`config.mk`:
```
export PLATFORM = sky130hd
export DESIGN_NAME = kcs_ram
export DESIGN_NICKNAME = d
export VERILOG_FILES = /design/src/hdl/kcs_ram.sv
export SDC_FILE = /design/constraint.sdc
export NUM_CORES = 1
export LEC_CHECK = 0
export ABC_AREA = 1
export ABC_CLOCK_PERIOD_IN_PS = 4200
export BUFFER_PORTS_ARGS = -buffer_cell sky130_fd_sc_hd__buf_2
export CORE_MARGIN = 2
export CORE_UTILIZATION = 40
export DETAILED_ROUTE_END_ITERATION = 6
export PLACE_DENSITY = 0.66
export SYNTH_ARGS = -nofsm -noshare
export SYNTH_HDL_FRONTEND = slang
export SYNTH_SLANG_ARGS = --single-unit
```
`constraint.sdc`:
```
create_clock -name aclk -period 4.2 [get_ports aclk]
set_input_delay 0.84 -clock aclk [delete_from_list [all_inputs] [get_ports aclk]]
set_output_delay 0.84 -clock aclk [all_outputs]
set_load 0.05 [all_outputs]
```
`src/hdl/kcs_ram.sv`:
```
// Generic single-port-write, single-port-read RAM with registered read.
// No dependencies.
module kcs_ram #(
    parameter int WIDTH = 32,
    parameter int DEPTH = 16
) (
    input  logic                     aclk,
    input  logic                     we,
    input  logic [$clog2(DEPTH)-1:0] waddr,
    input  logic [WIDTH-1:0]         wdata,
    input  logic [$clog2(DEPTH)-1:0] raddr,
    output logic [WIDTH-1:0]         rdata
);

    logic [WIDTH-1:0] mem [DEPTH];

    always_ff @(posedge aclk) begin
        if (we) begin
            mem[waddr] <= wdata;
        end
        rdata <= mem[raddr];
    end

endmodule

```
; ---- Yosys cells after proc, flatten, opt, wreduce, memory -nomap -nowiden
; Memories as Yosys holds them, arrays and structs flattened. A register that Yosys moved wholly into a read port is not among the register bits.
; Index checks and enable logic that the tools add are counted.
[classes]
n_mux = 2
[ops]
columns = op, n
row1 = $mux 1, 2
[word_totals]
reg_bits = 0
ram_bits = 512
in_bits = 42
out_inout_bits = 32
word_cells = 3
memories = 1
[mem_list]
columns = name, words, word_bits, rd, rd_clocked_by_memory_dff, write_ports, line_no
row1 = mem, 16, 32, 1, 1, 1, 15  ; logic [WIDTH-1:0] mem [DEPTH];

; ---- Depth between registers and ports, before layout
[logic_depth]
ltp_word = 2
mapped_depth = 10
mapped_depth_nobuf = 7

; ---- Worst setup path after synthesis
; OpenSTA, ideal clock, no wires.
[synth_timing]
path_type = input to register
start = input waddr[2]
end = memory mem[10][0], enable pin
setup_time_ns = 0.421
arrival_time_ns = 2.412
t_required_ns = 3.779
slack_ns = 1.367
path_stages = 2
path_buffers = 0
cell_sequence = nand3b_1 nor2_1
[synth_lines]
columns = item, line_no
row1 = from (decl), 9  ; input logic [$clog2(DEPTH)-1:0] waddr,
row2 = to (decl), 15
; No word-level cell before the write port.

; ---- Worst setup path in the final report
[layout_timing]
start = input waddr[3]
end = memory mem[4][19], enable pin
; No word-level cell before the write port.

==> metrics.yaml <==
outcome:
  status: "complete, no violations"
clock_network:
  clk_path_buf_depth: 3
  post_cts_buffers: 0
  clk_pin_slew_ns: 0.06
  postCtsResizedCells: 0
  cts_tree: "built"
  clk_latency_ns: 0.62
  clkSinkCount: 544
  clock_tree.root_cell: "clkbuf_16"
  cts_buffers: 53
  hold_buffers: 0
  htree_levels: 2
sta:
  period_share: 0.545
  tightest_slew_ns: 1.33
  slew_headroom: 0.112
  rsz0062_at_grt: "no"
  fmax_mhz: 437
  period_minus_slack_ns: 2.29
  tns_ns: 0
  final.setup_skew_ns: 0.0248
  setup_violations: 0
  final_hold_viol_count: 0
  slew_viol_final: 0
logic_synthesis:
  netlist_area_mm2: 0.0227
  ys_types: 15
  synth_area_per_cell_um2: 10.7
  ys_seq_elements: 544
  syn_nets: 2162
  ys_warn_count: 0
  postSynthCellCount: 2120
  seq_area_frac_synth: 0.705
grt:
  grtUsageTotal: 0.179
  gr-total-overflow: 0
  grt_pass1_vias: 14100
  antenna_found_initial: 1
  grt_pass1_wl_um: 81400
  grt_max_degree: 208
floorplan:
  die_h_um: 242
  core-area_mm2: 0.0563
  initial_core_util: 0.404
  rows: 87
  die_x_um: 242
  die_area_mm2: 0.0587
  pin_count: 74
pwr:
  p_leak_nw: 10.7
  ir_worst_vdd_v: 0.000357
  total_power_w: 0.0115
  power.density_mw_per_mm2: 451
finish:
  multi_input_area_mm2: 0.00467
  fillers: 5084
  diodes: 0
  fin_nets: 2213
  instances_no_fill: 2971
  drive_gt1_frac: 0.0867
  areaGrowthSynthToFinish_pct: 11.8
  regArea_mm2: 0.0160
worst_setup_path:
  critPathKind: "input pin to flip-flop"
  path_max_fanout: 32
  ff2ff_path_depth: 6
  start_kind: "input pin"
  regToRegStartpoint: "mem[5][24]"
  cp-end-kind: "flip-flop"
  rr_endpoint: "rdata[24]"
  critPathArrivalTime_ns: 2.50
  cp_data_required_time_ns: 4.41
  r2r_slack_ns: 3.11
routing:
  dr.pass1.iters: 5
  dr.first_iter.drc_count: 1504
  ant_nets: 0
  drt_wl_total_um: 52300
  via_per_inst: 4.85
  routedWlPerCell_um: 17.6
  drc: 0
  vias: 14400
placement:
  gp_congestion: 0.767
  io_buffers: 73
  dp_hpwl_um: 27500
  placed_cells: 2872
worst_hold_path:
  holdCritPathClass: "input pin to flip-flop"
  whs_path_depth: 1
  hp-start: "wdata[16]"
  worstHoldEndpoint: "mem[0][16]"
run:
  maxCapViolCount: 0
placed cells by master, fill, tap and decap left out, types with 2 or more instances in the layout:
master,n
inv_2,2
inv_6,2
bufinv_16,2
clkinv_2,7
nand2_1,677
buf_2,71
nand3_1,385
nand3b_1,2
edfxtp_1,512
clkbuf_1,15
buf_12,4
dfxtp_1,32
inv_1,386
clkinv_1,13
buf_4,25
nor2_4,16
clkbuf_8,6
clkbuf_16,54
power by group:
group	leakage (nW)	switching [W]	internal [W]
logic	5.02	0.000608	0.000190
registers	4.90	0.0000388	0.00607
clock network	0.811	0.00199	0.00257
total	10.7	0.00264	0.00883
worst max-delay path, stage by stage:
cell      delay, ns
buf_2          0.12
nand3b_1       0.40
nor2_4         1.12
Yosys cell counts:
master,number,area share
inv_1,388,0.064
buf_6,29,0.014
buf_2,41,0.0090
buf_1,14,0.0023
nand3b_1,2,0.00066
dfxtp_1,32,0.028
inv_2,1,0.00016
buf_4,6,0.0020
edfxtp_1,512,0.68
nor2_1,17,0.0028
clkbuf_1,14,0.0023
buf_12,1,0.00088
inv_4,1,0.00028
nand2_1,677,0.11
nand3_1,385,0.085
final cells by class:
type | count | area share
clock buffers | 74 | 0.0581
clock inverters | 25 | 0.00749
inverters | 390 | 0.0579
multi-input cells | 1081 | 0.184
flip-flops and latches | 544 | 0.630
well taps | 756 | 0.0372
repair buffers | 101 | 0.0251
worst max-delay path by stage:
stage / endpoint / slack (ns) / start / cells after the start
6_report: mem[4][19] / 1.91 / waddr[3] / 3
4_1_cts: mem[4][19] / 1.95 / waddr[3] / 3
3_5_place_dp: mem[4][1] / 1.31 / waddr[3] / 3
5_1_grt: rdata[13] / 1.84 / raddr[0] / 7
3_3_place_gp: mem[4][1] / 1.32 / waddr[3] / 3
2_1_floorplan: mem[10][0] / 1.37 / waddr[2] / 2
flip-flops by register name, summed over array words and instances (netlist names):
| register | count |
|---|---|
| mem | 512 |
| rdata | 32 |
metrics by stage:
stage / hold WS [ns] / util / area, um2 / setup slack [ns]
2_1_floorplan: 0.607 / - / 22700 / 1.37
3_3_place_gp: 0.637 / 0.422 / 23700 / 1.32
3_5_place_dp: 0.653 / 0.422 / 23700 / 1.31
4_1_cts: 0.576 / 0.451 / 25400 / 1.95
5_1_grt: 0.594 / 0.451 / 25400 / 1.84
6_report: 0.603 / 0.451 / 25400 / 1.91
layer usage:
metal  up-vias  track usage  wire length, um
met4         2       0.0514             1110
met5         -            0               13
met1      6899        0.245            22900
met2       473        0.289            24600
met3        83       0.0348             3690
li1       6944            -                -
kinds of logic (layout without fill, tap and decap cells):
logic type             Yosys count  after routing  share of synthesized area
buffers and inverters          495            590                     0.0954
AND/OR/NAND/NOR               1081           1081                      0.200
flip-flops                     544            544                      0.705
(Power assumes the default switching activity.)
